**config.mk**
```make
export PLATFORM = sky130hd
export DESIGN_NAME = text_overlay_char_generator_flat
export DESIGN_NICKNAME = d
export VERILOG_FILES = /design/src/tocg_pkg.sv /design/src/tocg_in_if.sv /design/src/tocg_out_if.sv /design/src/tocg_front.sv /design/src/tocg_fifo.sv /design/src/tocg_back.sv /design/src/text_overlay_char_generator.sv /design/src/flat_wrapper.sv
export SDC_FILE = /design/constraint.sdc
export NUM_CORES = 2
export LEC_CHECK = 0
export BUFFER_PORTS_ARGS = -buffer_cell sky130_fd_sc_hd__buf_4
export CORE_MARGIN = 8
export CORE_UTILIZATION = 35
export CTS_CLUSTER_SIZE = 14
export DETAILED_ROUTE_END_ITERATION = 6
export GPL_ROUTABILITY_DRIVEN = 0
export SLEW_MARGIN = 15
export SYNTH_ARGS = -nofsm -noshare
export SYNTH_HDL_FRONTEND = slang
export SYNTH_SLANG_ARGS = --single-unit
export TNS_END_PERCENT = 30
```
**constraint.sdc**
```tcl
create_clock -name clk -period 8.41 [get_ports clk]
set_input_delay 1.682 -clock clk [delete_from_list [all_inputs] [get_ports clk]]
set_output_delay 1.682 -clock clk [all_outputs]
set_load 0.02 [all_outputs]
```
**src/tocg_pkg.sv**
```systemverilog
// tocg_pkg: shared types, constants and the 5x7 font for the text overlay.
// Used by every module of text_overlay_char_generator; depends on nothing.
`timescale 1ns / 1ps
`default_nettype none

package tocg_pkg;

  // Default sizes handed to the top level
  localparam int MAX_CHARS_DEF   = 64;
  localparam int QUEUE_DEPTH_DEF = 2;

  // Field widths
  localparam int COORD_W = 12;
  localparam int FRAME_W = 13;
  localparam int SCALE_W = 5;
  localparam int LEN_W   = 7;
  localparam int LEVEL_W = 8;
  localparam int CODE_W  = 8;
  localparam int SLOT_W  = 6;
  localparam int CFG_W   = 13;
  localparam int CFG_IDX_W = 3;
  localparam int ROWS    = 7;
  localparam int COLS    = 5;
  localparam int GLYPHS  = 43;

  // Register reset values
  localparam logic [COORD_W-1:0] RST_ORIGIN_X = 12'd36;
  localparam logic [COORD_W-1:0] RST_ORIGIN_Y = 12'd36;
  localparam logic [SCALE_W-1:0] RST_SCALE    = 5'd5;
  localparam logic [LEN_W-1:0]   RST_LENGTH   = 7'd0;
  localparam logic [FRAME_W-1:0] RST_WIDTH    = 13'd1280;
  localparam logic [FRAME_W-1:0] RST_HEIGHT   = 13'd720;
  localparam logic [LEVEL_W-1:0] RST_FG       = 8'd235;
  localparam logic [LEVEL_W-1:0] RST_BG       = 8'd24;

  // Configuration register indexes
  typedef enum logic [CFG_IDX_W-1:0] {
    REG_ORIGIN_X = 3'd0,
    REG_ORIGIN_Y = 3'd1,
    REG_SCALE    = 3'd2,
    REG_LENGTH   = 3'd3,
    REG_WIDTH    = 3'd4,
    REG_HEIGHT   = 3'd5,
    REG_FG       = 3'd6,
    REG_BG       = 3'd7
  } cfg_reg_t;

  typedef struct packed {
    logic [COORD_W-1:0] origin_x;
    logic [COORD_W-1:0] origin_y;
    logic [SCALE_W-1:0] dot_scale;
    logic [LEN_W-1:0]   text_length;
    logic [FRAME_W-1:0] frame_width;
    logic [FRAME_W-1:0] frame_height;
    logic [LEVEL_W-1:0] foreground_level;
    logic [LEVEL_W-1:0] background_level;
  } cfg_t;

  // Work classes decided by the front end
  typedef enum logic [1:0] {
    OP_LOAD  = 2'd0,   // write a code into the text store
    OP_QUERY = 2'd1,   // pixel needs a character scan
    OP_BLANK = 2'd2    // pixel known uncovered up front
  } op_t;

  typedef struct packed {
    op_t                op;
    logic [SLOT_W-1:0]  slot;
    logic [CODE_W-1:0]  code;
    logic [COORD_W-1:0] px;
    logic [ROWS-1:0]    rows;   // font rows whose band holds the pixel row
  } entry_t;

  typedef enum logic [1:0] {
    B_IDLE = 2'd0,
    B_SCAN = 2'd1,
    B_RES  = 2'd2
  } bstate_t;

  // Row 0 first; column 0 is bit 4 of each row
  typedef logic [0:ROWS-1][COLS-1:0] glyph_t;

  localparam glyph_t FONT [GLYPHS] = '{
    '{5'h00,5'h00,5'h00,5'h00,5'h00,5'h00,5'h00},
    '{5'h0e,5'h11,5'h11,5'h1f,5'h11,5'h11,5'h11},
    '{5'h1e,5'h11,5'h11,5'h1e,5'h11,5'h11,5'h1e},
    '{5'h0e,5'h11,5'h10,5'h10,5'h10,5'h11,5'h0e},
    '{5'h1e,5'h11,5'h11,5'h11,5'h11,5'h11,5'h1e},
    '{5'h1f,5'h10,5'h10,5'h1e,5'h10,5'h10,5'h1f},
    '{5'h1f,5'h10,5'h10,5'h1e,5'h10,5'h10,5'h10},
    '{5'h0e,5'h11,5'h10,5'h17,5'h11,5'h11,5'h0e},
    '{5'h11,5'h11,5'h11,5'h1f,5'h11,5'h11,5'h11},
    '{5'h0e,5'h04,5'h04,5'h04,5'h04,5'h04,5'h0e},
    '{5'h07,5'h02,5'h02,5'h02,5'h12,5'h12,5'h0c},
    '{5'h11,5'h12,5'h14,5'h18,5'h14,5'h12,5'h11},
    '{5'h10,5'h10,5'h10,5'h10,5'h10,5'h10,5'h1f},
    '{5'h11,5'h1b,5'h15,5'h15,5'h11,5'h11,5'h11},
    '{5'h11,5'h19,5'h15,5'h13,5'h11,5'h11,5'h11},
    '{5'h0e,5'h11,5'h11,5'h11,5'h11,5'h11,5'h0e},
    '{5'h1e,5'h11,5'h11,5'h1e,5'h10,5'h10,5'h10},
    '{5'h0e,5'h11,5'h11,5'h11,5'h15,5'h12,5'h0d},
    '{5'h1e,5'h11,5'h11,5'h1e,5'h14,5'h12,5'h11},
    '{5'h0f,5'h10,5'h10,5'h0e,5'h01,5'h01,5'h1e},
    '{5'h1f,5'h04,5'h04,5'h04,5'h04,5'h04,5'h04},
    '{5'h11,5'h11,5'h11,5'h11,5'h11,5'h11,5'h0e},
    '{5'h11,5'h11,5'h11,5'h11,5'h11,5'h0a,5'h04},
    '{5'h11,5'h11,5'h11,5'h15,5'h15,5'h15,5'h0a},
    '{5'h11,5'h11,5'h0a,5'h04,5'h0a,5'h11,5'h11},
    '{5'h11,5'h11,5'h0a,5'h04,5'h04,5'h04,5'h04},
    '{5'h1f,5'h01,5'h02,5'h04,5'h08,5'h10,5'h1f},
    '{5'h0e,5'h11,5'h13,5'h15,5'h19,5'h11,5'h0e},
    '{5'h04,5'h0c,5'h04,5'h04,5'h04,5'h04,5'h0e},
    '{5'h0e,5'h11,5'h01,5'h02,5'h04,5'h08,5'h1f},
    '{5'h1e,5'h01,5'h01,5'h0e,5'h01,5'h01,5'h1e},
    '{5'h02,5'h06,5'h0a,5'h12,5'h1f,5'h02,5'h02},
    '{5'h1f,5'h10,5'h10,5'h1e,5'h01,5'h01,5'h1e},
    '{5'h0e,5'h10,5'h10,5'h1e,5'h11,5'h11,5'h0e},
    '{5'h1f,5'h01,5'h02,5'h04,5'h08,5'h08,5'h08},
    '{5'h0e,5'h11,5'h11,5'h0e,5'h11,5'h11,5'h0e},
    '{5'h0e,5'h11,5'h11,5'h0f,5'h01,5'h01,5'h0e},
    '{5'h00,5'h00,5'h00,5'h1f,5'h00,5'h00,5'h00},
    '{5'h00,5'h00,5'h00,5'h00,5'h00,5'h0c,5'h0c},
    '{5'h01,5'h01,5'h02,5'h04,5'h08,5'h10,5'h10},
    '{5'h00,5'h0c,5'h0c,5'h00,5'h0c,5'h0c,5'h00},
    '{5'h02,5'h04,5'h08,5'h08,5'h08,5'h04,5'h02},
    '{5'h08,5'h04,5'h02,5'h02,5'h02,5'h04,5'h08}
  };

  // Character code to glyph: a-z folded onto A-Z, unknown codes blank
  function automatic glyph_t glyph_of(input logic [CODE_W-1:0] code);
    logic [5:0] idx;
    idx = 6'd0;
    case (code) inside
      [8'h41:8'h5a]: idx = 6'(code - 8'h41) + 6'd1;
      [8'h61:8'h7a]: idx = 6'(code - 8'h61) + 6'd1;
      [8'h30:8'h39]: idx = 6'(code - 8'h30) + 6'd27;
      8'h2d:         idx = 6'd37;
      8'h2e:         idx = 6'd38;
      8'h2f:         idx = 6'd39;
      8'h3a:         idx = 6'd40;
      8'h28:         idx = 6'd41;
      8'h29:         idx = 6'd42;
      default:       idx = 6'd0;
    endcase
    return FONT[idx];
  endfunction

endpackage

`default_nettype wire

```
**src/tocg_in_if.sv**
```systemverilog
// tocg_in_if: input channel of the text overlay (load and pixel query beats).
// Standalone; no package dependency.
`timescale 1ns / 1ps
`default_nettype none

interface tocg_in_if;
  logic        valid;
  logic        ready;
  logic        mode;
  logic [5:0]  char_slot;
  logic [7:0]  char_code;
  logic [11:0] pixel_x;
  logic [11:0] pixel_y;

  modport source (output valid, mode, char_slot, char_code, pixel_x, pixel_y,
                  input ready);
  modport sink (input valid, mode, char_slot, char_code, pixel_x, pixel_y,
                output ready);
endinterface

`default_nettype wire

```
**src/tocg_out_if.sv**
```systemverilog
// tocg_out_if: result channel of the text overlay (luma and coverage beats).
// Standalone; no package dependency.
`timescale 1ns / 1ps
`default_nettype none

interface tocg_out_if;
  logic       valid;
  logic       ready;
  logic [7:0] luma;
  logic       covered;

  modport source (output valid, luma, covered, input ready);
  modport sink (input valid, luma, covered, output ready);
endinterface

`default_nettype wire

```
**src/tocg_front.sv**
```systemverilog
// tocg_front: accepts input beats, classifies them and finds the font rows
// whose band holds the pixel row. Depends on tocg_pkg and tocg_in_if.
`timescale 1ns / 1ps
`default_nettype none

module tocg_front (
  tocg_in_if.sink             in_bus,
  input  tocg_pkg::cfg_t      cfg,
  input  logic                full,
  output logic                push,
  output tocg_pkg::entry_t    push_data
);

  logic [tocg_pkg::ROWS-1:0] row_hit;
  logic                      in_frame;

  // Row bands: row r covers oy + r*s + 1 .. oy + r*s + 1 + s
  always_comb begin
    logic [tocg_pkg::FRAME_W-1:0] by;
    by = '0;
    for (int r = 0; r < tocg_pkg::ROWS; r++) begin
      by = tocg_pkg::FRAME_W'(cfg.origin_y)
         + tocg_pkg::FRAME_W'(r) * tocg_pkg::FRAME_W'(cfg.dot_scale)
         + tocg_pkg::FRAME_W'(1);
      row_hit[r] = (tocg_pkg::FRAME_W'(in_bus.pixel_y) >= by) &&
                   (tocg_pkg::FRAME_W'(in_bus.pixel_y) <=
                    by + tocg_pkg::FRAME_W'(cfg.dot_scale));
    end
  end

  assign in_frame = (tocg_pkg::FRAME_W'(in_bus.pixel_x) < cfg.frame_width) &&
                    (tocg_pkg::FRAME_W'(in_bus.pixel_y) < cfg.frame_height);

  // Classify the beat
  always_comb begin
    push_data.slot = in_bus.char_slot;
    push_data.code = in_bus.char_code;
    push_data.px   = in_bus.pixel_x;
    push_data.rows = row_hit;
    if (!in_bus.mode) begin
      push_data.op = tocg_pkg::OP_LOAD;
    end else if (in_frame && (|row_hit)) begin
      push_data.op = tocg_pkg::OP_QUERY;
    end else begin
      push_data.op = tocg_pkg::OP_BLANK;
    end
  end

  assign in_bus.ready = !full;
  assign push         = in_bus.valid && !full;

endmodule

`default_nettype wire

```
**src/tocg_fifo.sv**
```systemverilog
// tocg_fifo: short register queue between the front end and the back end.
// Depends on tocg_pkg (entry_t).
`timescale 1ns / 1ps
`default_nettype none

module tocg_fifo #(
  parameter int DEPTH = tocg_pkg::QUEUE_DEPTH_DEF
) (
  input  logic             clk,
  input  logic             rst_n,
  input  logic             push,
  input  tocg_pkg::entry_t push_data,
  output logic             full,
  input  logic             pop,
  output tocg_pkg::entry_t head,
  output logic             empty
);

  localparam int PW = (DEPTH > 1) ? $clog2(DEPTH) : 1;
  localparam int CW = $clog2(DEPTH + 1);

  tocg_pkg::entry_t ent_r [DEPTH];
  logic [PW-1:0]    wr_ptr_r, rd_ptr_r;
  logic [CW-1:0]    count_r;
  logic             do_push, do_pop;

  assign full    = (count_r == CW'(DEPTH));
  assign empty   = (count_r == '0);
  assign do_push = push && !full;
  assign do_pop  = pop && !empty;
  assign head    = ent_r[rd_ptr_r];

  // Storage
  always_ff @(posedge clk) begin
    if (do_push) begin
      ent_r[wr_ptr_r] <= push_data;
    end
  end

  // Pointers and fill count
  always_ff @(posedge clk) begin
    if (!rst_n) begin
      wr_ptr_r <= '0;
      rd_ptr_r <= '0;
      count_r  <= '0;
    end else begin
      if (do_push) begin
        wr_ptr_r <= (wr_ptr_r == PW'(DEPTH - 1)) ? '0 : wr_ptr_r + PW'(1);
      end
      if (do_pop) begin
        rd_ptr_r <= (rd_ptr_r == PW'(DEPTH - 1)) ? '0 : rd_ptr_r + PW'(1);
      end
      case ({do_push, do_pop})
        2'b10:   count_r <= count_r + CW'(1);
        2'b01:   count_r <= count_r - CW'(1);
        default: count_r <= count_r;
      endcase
    end
  end

  a_count_bound: assert property (@(posedge clk) disable iff (!rst_n)
    count_r <= CW'(DEPTH))
    else $error("queue fill count beyond depth");

  a_ptr_gap: assert property (@(posedge clk) disable iff (!rst_n)
    (count_r == '0) |-> (wr_ptr_r == rd_ptr_r))
    else $error("empty queue with pointers apart");

endmodule

`default_nettype wire

```
**src/tocg_back.sv**
```systemverilog
// tocg_back: executes queued beats: text store writes and the per-character
// coverage scan, and holds the result register. Depends on tocg_pkg, tocg_out_if.
`timescale 1ns / 1ps
`default_nettype none

module tocg_back #(
  parameter int MAX_CHARS = tocg_pkg::MAX_CHARS_DEF
) (
  input  logic             clk,
  input  logic             rst_n,
  input  tocg_pkg::cfg_t   cfg,
  input  tocg_pkg::entry_t head,
  input  logic             empty,
  output logic             pop,
  tocg_out_if.source       out_bus
);

  localparam int AW  = (MAX_CHARS > 1) ? $clog2(MAX_CHARS) : 1;
  localparam int KW  = $clog2(MAX_CHARS + 1);
  localparam int CXW = $clog2(4096 + (MAX_CHARS + 1) * 186 + 160);

  // Text store
  logic [tocg_pkg::CODE_W-1:0] mem [MAX_CHARS];
  logic [tocg_pkg::CODE_W-1:0] rdata_r;
  logic                        mem_we;
  logic [AW+5:0]               slot_w;

  tocg_pkg::bstate_t state_r, state_nxt;

  logic [tocg_pkg::COORD_W-1:0] q_px_r;
  logic [tocg_pkg::ROWS-1:0]    q_row_r;
  logic                         start;

  // Scan stage A: character counter and cell position
  logic           a_act_r, a_act_nxt;
  logic [KW-1:0]  k_r;
  logic [CXW-1:0] cx_r, nx_r;
  logic [CXW-1:0] cw;
  logic           a_stop, a_go;
  logic [tocg_pkg::COLS-1:0] col_hit;

  // Scan stage B: glyph lookup against the hit rows and columns
  logic                      b_val_r;
  logic [tocg_pkg::COLS-1:0] b_col_r;
  logic                      b_hit;
  tocg_pkg::glyph_t          glyph;

  logic res_cov_r, res_cov_nxt;
  logic out_valid_r, out_cov_r;
  logic [tocg_pkg::LEVEL_W-1:0] out_luma_r;
  logic out_free;

  assign cw       = CXW'(cfg.dot_scale) * CXW'(6);
  assign out_free = !out_valid_r || out_bus.ready;
  assign slot_w   = (AW + 6)'(head.slot);

  // Stage A stop: past the text or the store, past the frame, or cell starts at or right of pixel
  assign a_stop = (32'(k_r) >= 32'(cfg.text_length)) ||
                  (32'(k_r) >= MAX_CHARS) ||
                  ((k_r != '0) && (nx_r >= CXW'(cfg.frame_width))) ||
                  (CXW'(q_px_r) <= cx_r);
  assign a_go   = (state_r == tocg_pkg::B_SCAN) && a_act_r && !a_stop;

  // Column bands of character k, col c at cx + c*s + 1 .. + s
  always_comb begin
    logic [CXW-1:0] bx;
    bx = '0;
    for (int c = 0; c < tocg_pkg::COLS; c++) begin
      bx = cx_r + CXW'(c) * CXW'(cfg.dot_scale) + CXW'(1);
      col_hit[tocg_pkg::COLS-1-c] = (CXW'(q_px_r) >= bx) &&
                                    (CXW'(q_px_r) <= bx + CXW'(cfg.dot_scale));
    end
  end

  // Stage B coverage
  always_comb begin
    logic any;
    any   = 1'b0;
    glyph = tocg_pkg::glyph_of(rdata_r);
    for (int r = 0; r < tocg_pkg::ROWS; r++) begin
      any = any | (q_row_r[r] & (|(glyph[r] & b_col_r)));
    end
    b_hit = b_val_r && any;
  end

  // Sequencer
  always_comb begin
    state_nxt   = state_r;
    pop         = 1'b0;
    mem_we      = 1'b0;
    start       = 1'b0;
    res_cov_nxt = res_cov_r;
    a_act_nxt   = a_act_r && !a_stop;
    unique case (state_r)
      tocg_pkg::B_IDLE: begin
        a_act_nxt = 1'b0;
        if (!empty) begin
          pop = 1'b1;
          unique case (head.op)
            tocg_pkg::OP_LOAD: begin
              mem_we = (32'(head.slot) < MAX_CHARS);
            end
            tocg_pkg::OP_QUERY: begin
              start     = 1'b1;
              a_act_nxt = 1'b1;
              state_nxt = tocg_pkg::B_SCAN;
            end
            default: begin
              res_cov_nxt = 1'b0;
              state_nxt   = tocg_pkg::B_RES;
            end
          endcase
        end
      end
      tocg_pkg::B_SCAN: begin
        if (b_hit) begin
          res_cov_nxt = 1'b1;
          a_act_nxt   = 1'b0;
          state_nxt   = tocg_pkg::B_RES;
        end else if (!a_go && !b_val_r) begin
          res_cov_nxt = 1'b0;
          a_act_nxt   = 1'b0;
          state_nxt   = tocg_pkg::B_RES;
        end
      end
      tocg_pkg::B_RES: begin
        a_act_nxt = 1'b0;
        if (out_free) begin
          state_nxt = tocg_pkg::B_IDLE;
        end
      end
      default: begin
        a_act_nxt = 1'b0;
        state_nxt = tocg_pkg::B_IDLE;
      end
    endcase
  end

  always_ff @(posedge clk) begin
    if (!rst_n) begin
      state_r <= tocg_pkg::B_IDLE;
      a_act_r <= 1'b0;
      b_val_r <= 1'b0;
    end else begin
      state_r <= state_nxt;
      a_act_r <= a_act_nxt;
      b_val_r <= a_go;
    end
  end

  // Store write and registered read
  always_ff @(posedge clk) begin
    if (mem_we) begin
      mem[slot_w[AW-1:0]] <= head.code;
    end
    if (a_go) begin
      rdata_r <= mem[k_r[AW-1:0]];
    end
  end

  // Query and scan datapath
  always_ff @(posedge clk) begin
    res_cov_r <= res_cov_nxt;
    if (start) begin
      q_px_r  <= head.px;
      q_row_r <= head.rows;
      k_r     <= '0;
      cx_r    <= CXW'(cfg.origin_x);
      nx_r    <= CXW'(cfg.origin_x) + cw;
    end else if (a_go) begin
      k_r  <= k_r + KW'(1);
      cx_r <= cx_r + cw;
      nx_r <= nx_r + cw;
    end
    if (a_go) begin
      b_col_r <= col_hit;
    end
  end

  // Result register
  always_ff @(posedge clk) begin
    if (!rst_n) begin
      out_valid_r <= 1'b0;
    end else if (state_r == tocg_pkg::B_RES && out_free) begin
      out_valid_r <= 1'b1;
    end else if (out_bus.ready) begin
      out_valid_r <= 1'b0;
    end
  end

  always_ff @(posedge clk) begin
    if (state_r == tocg_pkg::B_RES && out_free) begin
      out_cov_r  <= res_cov_r;
      out_luma_r <= res_cov_r ? cfg.foreground_level : cfg.background_level;
    end
  end

  assign out_bus.valid   = out_valid_r;
  assign out_bus.luma    = out_luma_r;
  assign out_bus.covered = out_cov_r;

  a_read_in_scan: assert property (@(posedge clk) disable iff (!rst_n)
    b_val_r |-> $past(state_r == tocg_pkg::B_SCAN))
    else $error("glyph stage loaded outside a scan");

  a_result_source: assert property (@(posedge clk) disable iff (!rst_n)
    $rose(out_valid_r) |-> $past(state_r == tocg_pkg::B_RES))
    else $error("result raised without a finished query");

  a_k_bound: assert property (@(posedge clk) disable iff (!rst_n)
    a_act_r |-> (32'(k_r) <= MAX_CHARS))
    else $error("character counter ran past the store");

  a_no_pop_busy: assert property (@(posedge clk) disable iff (!rst_n)
    pop |-> (state_r == tocg_pkg::B_IDLE))
    else $error("queue popped while a query is in progress");

endmodule

`default_nettype wire

```
**src/text_overlay_char_generator.sv**
```systemverilog
// Single-line text overlay with a built-in 5x7 font (A-Z, 0-9, - . / : ( )).
//
// in_bus (valid/ready): mode 0 writes char_code into text slot char_slot;
// mode 1 asks for the luma at (pixel_x, pixel_y). Each query beat gives one
// beat on out_bus (luma, covered); load beats give none. cfg_we/cfg_index/
// cfg_data write the eight registers; write them only while the block is idle.
//
// A front end classifies beats into a short queue; the back end runs them in
// order. A load is written to the text store as the back end takes it. A pixel
// outside the frame or outside every font row band skips the scan and goes
// straight to the result register. Any other pixel is scanned one character
// per cycle (one text store read a cycle) from the first character until a
// cell that starts at or right of the pixel, the end of the drawn text, the
// frame or the store, or a hit. At most MAX_CHARS characters are checked.
// While out_bus is stalled the result is held and the queue keeps accepting
// until full. Reset restores the register defaults and empties the queue;
// the text store holds no reset value and must be written before use.
// Depends on tocg_pkg, tocg_in_if, tocg_out_if, tocg_front, tocg_fifo, tocg_back.
`timescale 1ns / 1ps
`default_nettype none

module text_overlay_char_generator #(
  parameter int MAX_CHARS   = tocg_pkg::MAX_CHARS_DEF,
  parameter int QUEUE_DEPTH = tocg_pkg::QUEUE_DEPTH_DEF
) (
  input  logic                              clk,
  input  logic                              rst_n,
  tocg_in_if.sink                           in_bus,
  tocg_out_if.source                        out_bus,
  input  logic                              cfg_we,
  input  logic [tocg_pkg::CFG_IDX_W-1:0]    cfg_index,
  input  logic [tocg_pkg::CFG_W-1:0]        cfg_data
);

  tocg_pkg::cfg_t   cfg_r;
  tocg_pkg::entry_t push_data, head;
  logic             push, full, pop, empty;

  // Configuration registers
  always_ff @(posedge clk) begin
    if (!rst_n) begin
      cfg_r.origin_x         <= tocg_pkg::RST_ORIGIN_X;
      cfg_r.origin_y         <= tocg_pkg::RST_ORIGIN_Y;
      cfg_r.dot_scale        <= tocg_pkg::RST_SCALE;
      cfg_r.text_length      <= tocg_pkg::RST_LENGTH;
      cfg_r.frame_width      <= tocg_pkg::RST_WIDTH;
      cfg_r.frame_height     <= tocg_pkg::RST_HEIGHT;
      cfg_r.foreground_level <= tocg_pkg::RST_FG;
      cfg_r.background_level <= tocg_pkg::RST_BG;
    end else if (cfg_we) begin
      unique case (tocg_pkg::cfg_reg_t'(cfg_index))
        tocg_pkg::REG_ORIGIN_X: cfg_r.origin_x    <= cfg_data[tocg_pkg::COORD_W-1:0];
        tocg_pkg::REG_ORIGIN_Y: cfg_r.origin_y    <= cfg_data[tocg_pkg::COORD_W-1:0];
        tocg_pkg::REG_SCALE:    cfg_r.dot_scale   <= cfg_data[tocg_pkg::SCALE_W-1:0];
        tocg_pkg::REG_LENGTH:   cfg_r.text_length <= cfg_data[tocg_pkg::LEN_W-1:0];
        tocg_pkg::REG_WIDTH:    cfg_r.frame_width <= cfg_data;
        tocg_pkg::REG_HEIGHT:   cfg_r.frame_height <= cfg_data;
        tocg_pkg::REG_FG: cfg_r.foreground_level <= cfg_data[tocg_pkg::LEVEL_W-1:0];
        tocg_pkg::REG_BG: cfg_r.background_level <= cfg_data[tocg_pkg::LEVEL_W-1:0];
        default: ;
      endcase
    end
  end

  tocg_front u_front (
    .in_bus    (in_bus),
    .cfg       (cfg_r),
    .full      (full),
    .push      (push),
    .push_data (push_data)
  );

  tocg_fifo #(
    .DEPTH (QUEUE_DEPTH)
  ) u_fifo (
    .clk       (clk),
    .rst_n     (rst_n),
    .push      (push),
    .push_data (push_data),
    .full      (full),
    .pop       (pop),
    .head      (head),
    .empty     (empty)
  );

  tocg_back #(
    .MAX_CHARS (MAX_CHARS)
  ) u_back (
    .clk     (clk),
    .rst_n   (rst_n),
    .cfg     (cfg_r),
    .head    (head),
    .empty   (empty),
    .pop     (pop),
    .out_bus (out_bus)
  );

endmodule

`default_nettype wire
```
**src/flat_wrapper.sv**
```systemverilog
// flat-port wrapper written by rule: the top's interface ports become plain ports
module text_overlay_char_generator_flat 
#(
  parameter int MAX_CHARS   = tocg_pkg::MAX_CHARS_DEF,
  parameter int QUEUE_DEPTH = tocg_pkg::QUEUE_DEPTH_DEF
)
  (clk, rst_n, cfg_we, cfg_index, cfg_data, in_bus_valid, in_bus_mode, in_bus_char_slot, in_bus_char_code, in_bus_pixel_x, in_bus_pixel_y, in_bus_ready, out_bus_valid, out_bus_luma, out_bus_covered, out_bus_ready);
  tocg_in_if in_bus_i ();
  tocg_out_if out_bus_i ();
  input  logic clk;
  input  logic rst_n;
  input  logic cfg_we;
  input  logic [tocg_pkg::CFG_IDX_W-1:0] cfg_index;
  input  logic [tocg_pkg::CFG_W-1:0] cfg_data;
  input wire logic [$bits(in_bus_i.valid)-1:0] in_bus_valid;
  input wire logic [$bits(in_bus_i.mode)-1:0] in_bus_mode;
  input wire logic [$bits(in_bus_i.char_slot)-1:0] in_bus_char_slot;
  input wire logic [$bits(in_bus_i.char_code)-1:0] in_bus_char_code;
  input wire logic [$bits(in_bus_i.pixel_x)-1:0] in_bus_pixel_x;
  input wire logic [$bits(in_bus_i.pixel_y)-1:0] in_bus_pixel_y;
  output wire logic [$bits(in_bus_i.ready)-1:0] in_bus_ready;
  output wire logic [$bits(out_bus_i.valid)-1:0] out_bus_valid;
  output wire logic [$bits(out_bus_i.luma)-1:0] out_bus_luma;
  output wire logic [$bits(out_bus_i.covered)-1:0] out_bus_covered;
  input wire logic [$bits(out_bus_i.ready)-1:0] out_bus_ready;
  assign in_bus_i.valid = in_bus_valid;
  assign in_bus_i.mode = in_bus_mode;
  assign in_bus_i.char_slot = in_bus_char_slot;
  assign in_bus_i.char_code = in_bus_char_code;
  assign in_bus_i.pixel_x = in_bus_pixel_x;
  assign in_bus_i.pixel_y = in_bus_pixel_y;
  assign in_bus_ready = in_bus_i.ready;
  assign out_bus_valid = out_bus_i.valid;
  assign out_bus_luma = out_bus_i.luma;
  assign out_bus_covered = out_bus_i.covered;
  assign out_bus_i.ready = out_bus_ready;
  text_overlay_char_generator #(.MAX_CHARS(MAX_CHARS), .QUEUE_DEPTH(QUEUE_DEPTH)) u_core (.clk(clk), .rst_n(rst_n), .in_bus(in_bus_i), .out_bus(out_bus_i), .cfg_we(cfg_we), .cfg_index(cfg_index), .cfg_data(cfg_data));
endmodule
```
======== After elaboration in Yosys (flattened, before gate mapping) ========
Memories as Yosys holds them, arrays and structs flattened. A register that Yosys moved wholly into a read port is not among the register bits.
Index checks and enable logic that the tools add are counted.
word-level totals
  register bits after elaboration ......... 156
  memory bits (writable) .................. 582
  memory bits (read-only) ................. 2,240
  input bits .............................. 60
  output and inout bits ................... 11
  word-level logic and storage cells ...... 279
  memories ................................ 3
memory list
  memory               words  width  rd ports  clocked after memory_dff  wr ports  line             RTL
  (no name shown)      64     35     1         0                         0         tocg_pkg.sv:145  return FONT[idx];
  u_core.u_back.mem    64     8      1         1                         1         tocg_back.sv:23  logic [tocg_pkg::CODE_W-1:0] mem [MAX_CHARS];
  u_core.u_fifo.ent_r  2      35     1         1                         1         tocg_fifo.sv:22  tocg_pkg::entry_t ent_r [DEPTH];
operators by class
  add/sub/neg operators ................... 48
  $mul .................................... 5
  $lt $le $gt $ge ......................... 37
  equality and inequality tests ........... 24
  muxes and demuxes ....................... 51
  bitwise gates (word level) .............. 21
  reduce and logical (&&, ||, !) cells .... 65
operators by type and width
  cell                     number
  $add A13 B5 Y13          7
  $ge A12 B13 Y1           7
  $le A12 B13 Y1           7
  $add A14 B5 Y14          6
  $le A12 B14 Y1           6
  $add A13 B1 Y13 const B  6
  $add A14 B1 Y14 const B  5
  $ge A12 B14 Y1           5
  $mux W35                 2
  $mux W6                  9
  $eq A8 B6 Y1 const B     6
  $add A12 B8 Y13          3
  $and A5 B5 Y5            7
  $reduce_or A5 Y1         7
  $add A14 B7 Y14          2
  $add A14 B8 Y14          2
  $mux W14                 2
  $logic_and A1 B1 Y1      27
  $add A12 B7 Y13          2
  $lt A12 B13 Y1           2
  $mux W1                  24
  $mux W12                 2
  $mul A2 B5 Y7 const A    3
  $ge A8 B7 Y1 const B     2
  45 further kinds         100

======== Depth between registers and ports, before layout ========
  word-level depth ........................ 26
  gate-level depth with buffers ........... 23
  depth with buffers taken out ............ 23

======== Cells and area by module ========
A second synthesis with hierarchy kept.
unflattened totals
  cells, all modules ...................... 3,959
  area, all modules ....................... 47,370.4 um2
modules (own cells, without submodules)
  module                       instances  cells each  area each (um2)  sequential area each (um2)
  tocg_back                    1          2,337       32,469.9         17,666.9
  tocg_front                   1          1,195       9,115.0          0.0
  text_overlay_char_generator  1          292         3,032.9          1,561.5
  tocg_fifo                    1          135         2,752.6          2,202.1

======== Least setup slack after synthesis ========
Ideal clock, no wire load.
  path type ............................... flip-flop to flip-flop
  from .................................... register u_core.cfg_r[50] (netlist name)
  to ...................................... memory u_core.u_fifo.ent_r[0][33] (netlist name) (data pin)
  library setup time ...................... 264 ps
  arrival time ............................ 5,674 ps
  required time ........................... 8,146 ps
  setup slack ............................. 2,471 ps
  cell stages (with the launch flop) ...... 19
  buffers on the path ..................... 0
  clock period less this slack ............ 5,939 ps
  cell sequence ........................... dfxtp_1 > ha_1 > fa_1 > ha_1 > a21oi_1 > o21bai_1 > a2111oi_0 > nor2_1 > xnor2_1 > or4_1 > nor3_1 > xor2_1 > ha_1 > nand4_1 > o32ai_1 > a211o_1 > o211a_1 > or4b_1 > o311a_1
RTL lines
  what                line                               RTL
  start: declaration  text_overlay_char_generator.sv:35  tocg_pkg::cfg_t cfg_r;
  end: declaration    tocg_fifo.sv:22

==> metrics.txt <==
outcome finished, violations left; failing checks DRC; max-cap viol count 0; Port Buf Inserts 70; max-slew violation count 0; DRT Pass-1 Iters 7; Synthesis Warnings 0; Worst Tran Pin Value 1.12 ns; Hold Path End u_core.cfg_r[47]$_SDFFE_PN0P_; clock latency on the worst-skew pair approximately 0.65 ns; synth-to-layout area growth 11.2%; cells along the critical path buf_4 -> fa_1 -> ha_1 -> a21o_1 -> a21oi_1 -> xnor2_1 -> ha_1 -> inv_1 -> o21bai_1 -> a21oi_1 -> a211oi_1 -> nand2_1 -> or4_1 -> xnor2_1 -> ha_1 -> nand4_1 -> nor3_1 -> a21oi_1 -> o211a_1 -> a211oi_1 -> or3_1 -> o22ai_1; setup_tns 0 ns; FF-to-FF path depth 22; reg2reg setup slack 2.00 ns; die area 143000 um^2; layout cell share with drive strength beyond 1 0.117; reg2reg end u_core.u_fifo.ent_r[1][34]$_DFFE_PP_; P_leak 18.3 nW; reg2reg start u_core.cfg_r[50]$_SDFFE_PN0P_; total number of vias about 32000; Final Skew 0.0616 ns; row cnt 133; critical path startpoint u_core.cfg_r[50]$_SDFFE_PN0P_; core area 131000 um^2; synth top area cells edfxtp_1 42%, ha_1 13%, mux4_2 8.2%; initial antenna violation count 12; WL per Instance between 20 and 25 um; clock tree buffer depth 3; CP Class reg2reg; first-pass GRT wire length 192000 um; Placed Cells around 5600; I/O pin cnt 71; Initial Utilization 0.351; Tot Pwr 0.0106 W; endpoint class of the critical path register; CTS Buf Count 79; post-synth cell types 86; min Tclk post-route 6.41 ns; Syn Std Cell Area 45900 um^2; final period utilization 0.763; clock sink count about 750; register bit total from synthesis 746; Synth Instances 3872; post-CTS sizing 0; Startpoint Class register; GRT Total Usage 0.173; Root Buffer clkbuf_16; final hold violations 0; Pwr per Cell Area between 200 and 250 nW/um^2; crit path max-delay cell type dfxtp_1; dpl hpwl 90300 um; CTS H-tree lvls 3; largest net degree at the start of global routing 65; fraction of registers with async set/reset 0; FMAX 156 MHz; Post-synth top flop edfxtp_1; Post-Place Setup Slack 1.96 ns; final WL ~130000 um; worst-case vdd ir drop 240 uV; setup ws final 2.00 ns; Die H 378 um; CTS hold repair buffers 0; fin nets 4489; number of global-route vias before repair 31000; initial drt markers 2768; Post-synth EDFFs 649; CP top delay family compound AO/OA/AOI/OAI gates; share of the synthesized area in the top cell type 0.425; Post-CTS Repair Setup Buffers 0; CTS tree built; max incr delay on CP 0.77 ns; Yosys top cell by area edfxtp_1; sequential area share after synthesis 0.467; Post-DRT Antenna Nets 0; Clock transition at path regs 0.06 ns; buffers plus inverters on the worst setup path 2; Slew HR 0.251; Vias/cell roughly 5.5; syn nets around 4400; critical path peak fanout 13; fin cells 5751; DRC 1; Hold Path Class reg2reg; mean post-synth cell area between 10 and 15 um^2; WHS Path Cells 2; die width approximately 380 um; arrival time at the worst endpoint 6.75 ns; endpoints failing setup 0; hold path start u_core.cfg_r[47]$_SDFFE_PN0P_; CP Data Required Time 8.74 ns; RSZ-0062 raised after global routing false; gr ovfl total 0
[sequential cells by signal, indices dropped and copies added, names as in the netlist, 5 cells and up, named ones only]
name / count
u_core.u_fifo.ent_r: 70
u_core.cfg_r: 78
u_core.u_back.nx_r: 13
u_core.u_back.b_col_r: 5
u_core.u_back.out_bus.luma: 8
u_core.u_back.cx_r: 14
u_core.u_back.rdata_r: 8
u_core.u_back.mem: 512
u_core.u_back.k_r: 7
u_core.u_back.q_px_r: 12
u_core.u_back.q_row_r: 7
[kinds of logic (layout without fill, tap and decap cells)]
| logic type | count (synthesis) | in the layout | synth area share |
|---|---|---|---|
| xor gates and xnor gates | 277 | 277 | 0.0529 |
| adders and majority gates | 505 | 505 | 0.143 |
| buffers and inverters | 365 | 481 | 0.0311 |
| DFF | 746 | 746 | 0.467 |
| and+or+nand+nor | 945 | 945 | 0.0975 |
| AOI/OAI and AO/OA | 818 | 818 | 0.115 |
| muxes | 216 | 216 | 0.0939 |
| other | 0 | 8 | 0 |
[worst max path at each step]
stage / to / slack [ns] / cells after the start
final: u_core.u_fifo.ent_r[1][34]$_DFFE_PP_ / 2.00 / 22
after global routing: u_core.u_fifo.ent_r[0][33]$_DFFE_PP_ / 1.60 / 18
after CTS: u_core.u_fifo.ent_r[0][34]$_DFFE_PP_ / 1.92 / 22
after detailed placement: u_core.u_fifo.ent_r[0][34]$_DFFE_PP_ / 1.96 / 22
after global placement: u_core.u_fifo.ent_r[0][34]$_DFFE_PP_ / 2.05 / 22
after floorplan: u_core.u_fifo.ent_r[0][33]$_DFFE_PP_ / 2.47 / 18
[per-layer routing]
metal  part of all wire  wire (um)  vias up  GRT usage
met5            0.00031         40        -          0
met4              0.032       4050        6     0.0527
met3              0.062       7930      249     0.0264
met2               0.47      59800     1145      0.288
met1               0.44      55700    15500      0.234
li1                   -          -    14700          -
[worst min-delay path, cell delays in order (launching register included)]
cell	delay (ns)
dfxtp_1	0.31
nand2_1	0.05
a21oi_1	0.05
[layout make-up]
type | instances | area (um^2)
fill | 12600 | 79800
multi-input combinational | 2761 | 23100
sequential | 746 | 21400
tap | 1755 | 2200
clock buffer | 104 | 2160
timing repair buffer | 112 | 841
inverter | 224 | 841
clock inverter | 41 | 453
antenna | 8 | 20.0
[stage by stage]
| stage | instance area [um^2] | hold slack (ns) | util |
|---|---|---|---|
| after detailed placement | 48400 | 0.447 | 0.370 |
| after global routing | 51000 | 0.465 | 0.390 |
| after floorplan | 45900 | 0.424 | - |
| after global placement | 48400 | 0.437 | 0.370 |
| final | 51000 | 0.454 | 0.390 |
| after CTS | 51000 | 0.454 | 0.390 |
[layout by cell type, fill, tap and decap left out, types with 45 or more instances in the layout]
cell type and count:
a21o_1 96, a21oi_1 281, buf_4 112, clkbuf_16 81, dfxtp_1 92, edfxtp_1 649
ha_1 474, inv_1 219, mux4_2 168, nand2_1 303, nand3_1 63, nand4_1 53
nor2_1 234, nor2b_1 45, nor3_1 81, o21a_1 51, o21ai_0 123, o21bai_1 48
xnor2_1 187, xor2_1 90
[synth_stat cells, types with 23 or more instances]
master    count
a21o_1       96
a21oi_1     281
a31oi_1      23
buf_1        28
clkbuf_1     88
dfxtp_1      97
edfxtp_1    649
fa_1         31
ha_1        474
inv_1       221
mux2_2       37
mux4_2      168
nand2_1     303
nand2b_1     44
nand3_1      63
nand4_1      53
nor2_1      235
nor2b_1      45
nor3_1       83
o211ai_1     30
o21a_1       51
o21ai_0     123
o21bai_1     48
xnor2_1     187
xor2_1       90
[power by group]
| part | total (W) | internal [W] | leakage, nW | switching, W |
|---|---|---|---|---|
| registers | 0.00458 | 0.00441 | 6.66 | 0.000163 |
| clock network | 0.00347 | 0.00199 | 1.27 | 0.00148 |
| logic | 0.00259 | 0.000992 | 10.4 | 0.00159 |
| total | 0.0106 | 0.00740 | 18.3 | 0.00323 |
Power figures use the tool's default switching activity.
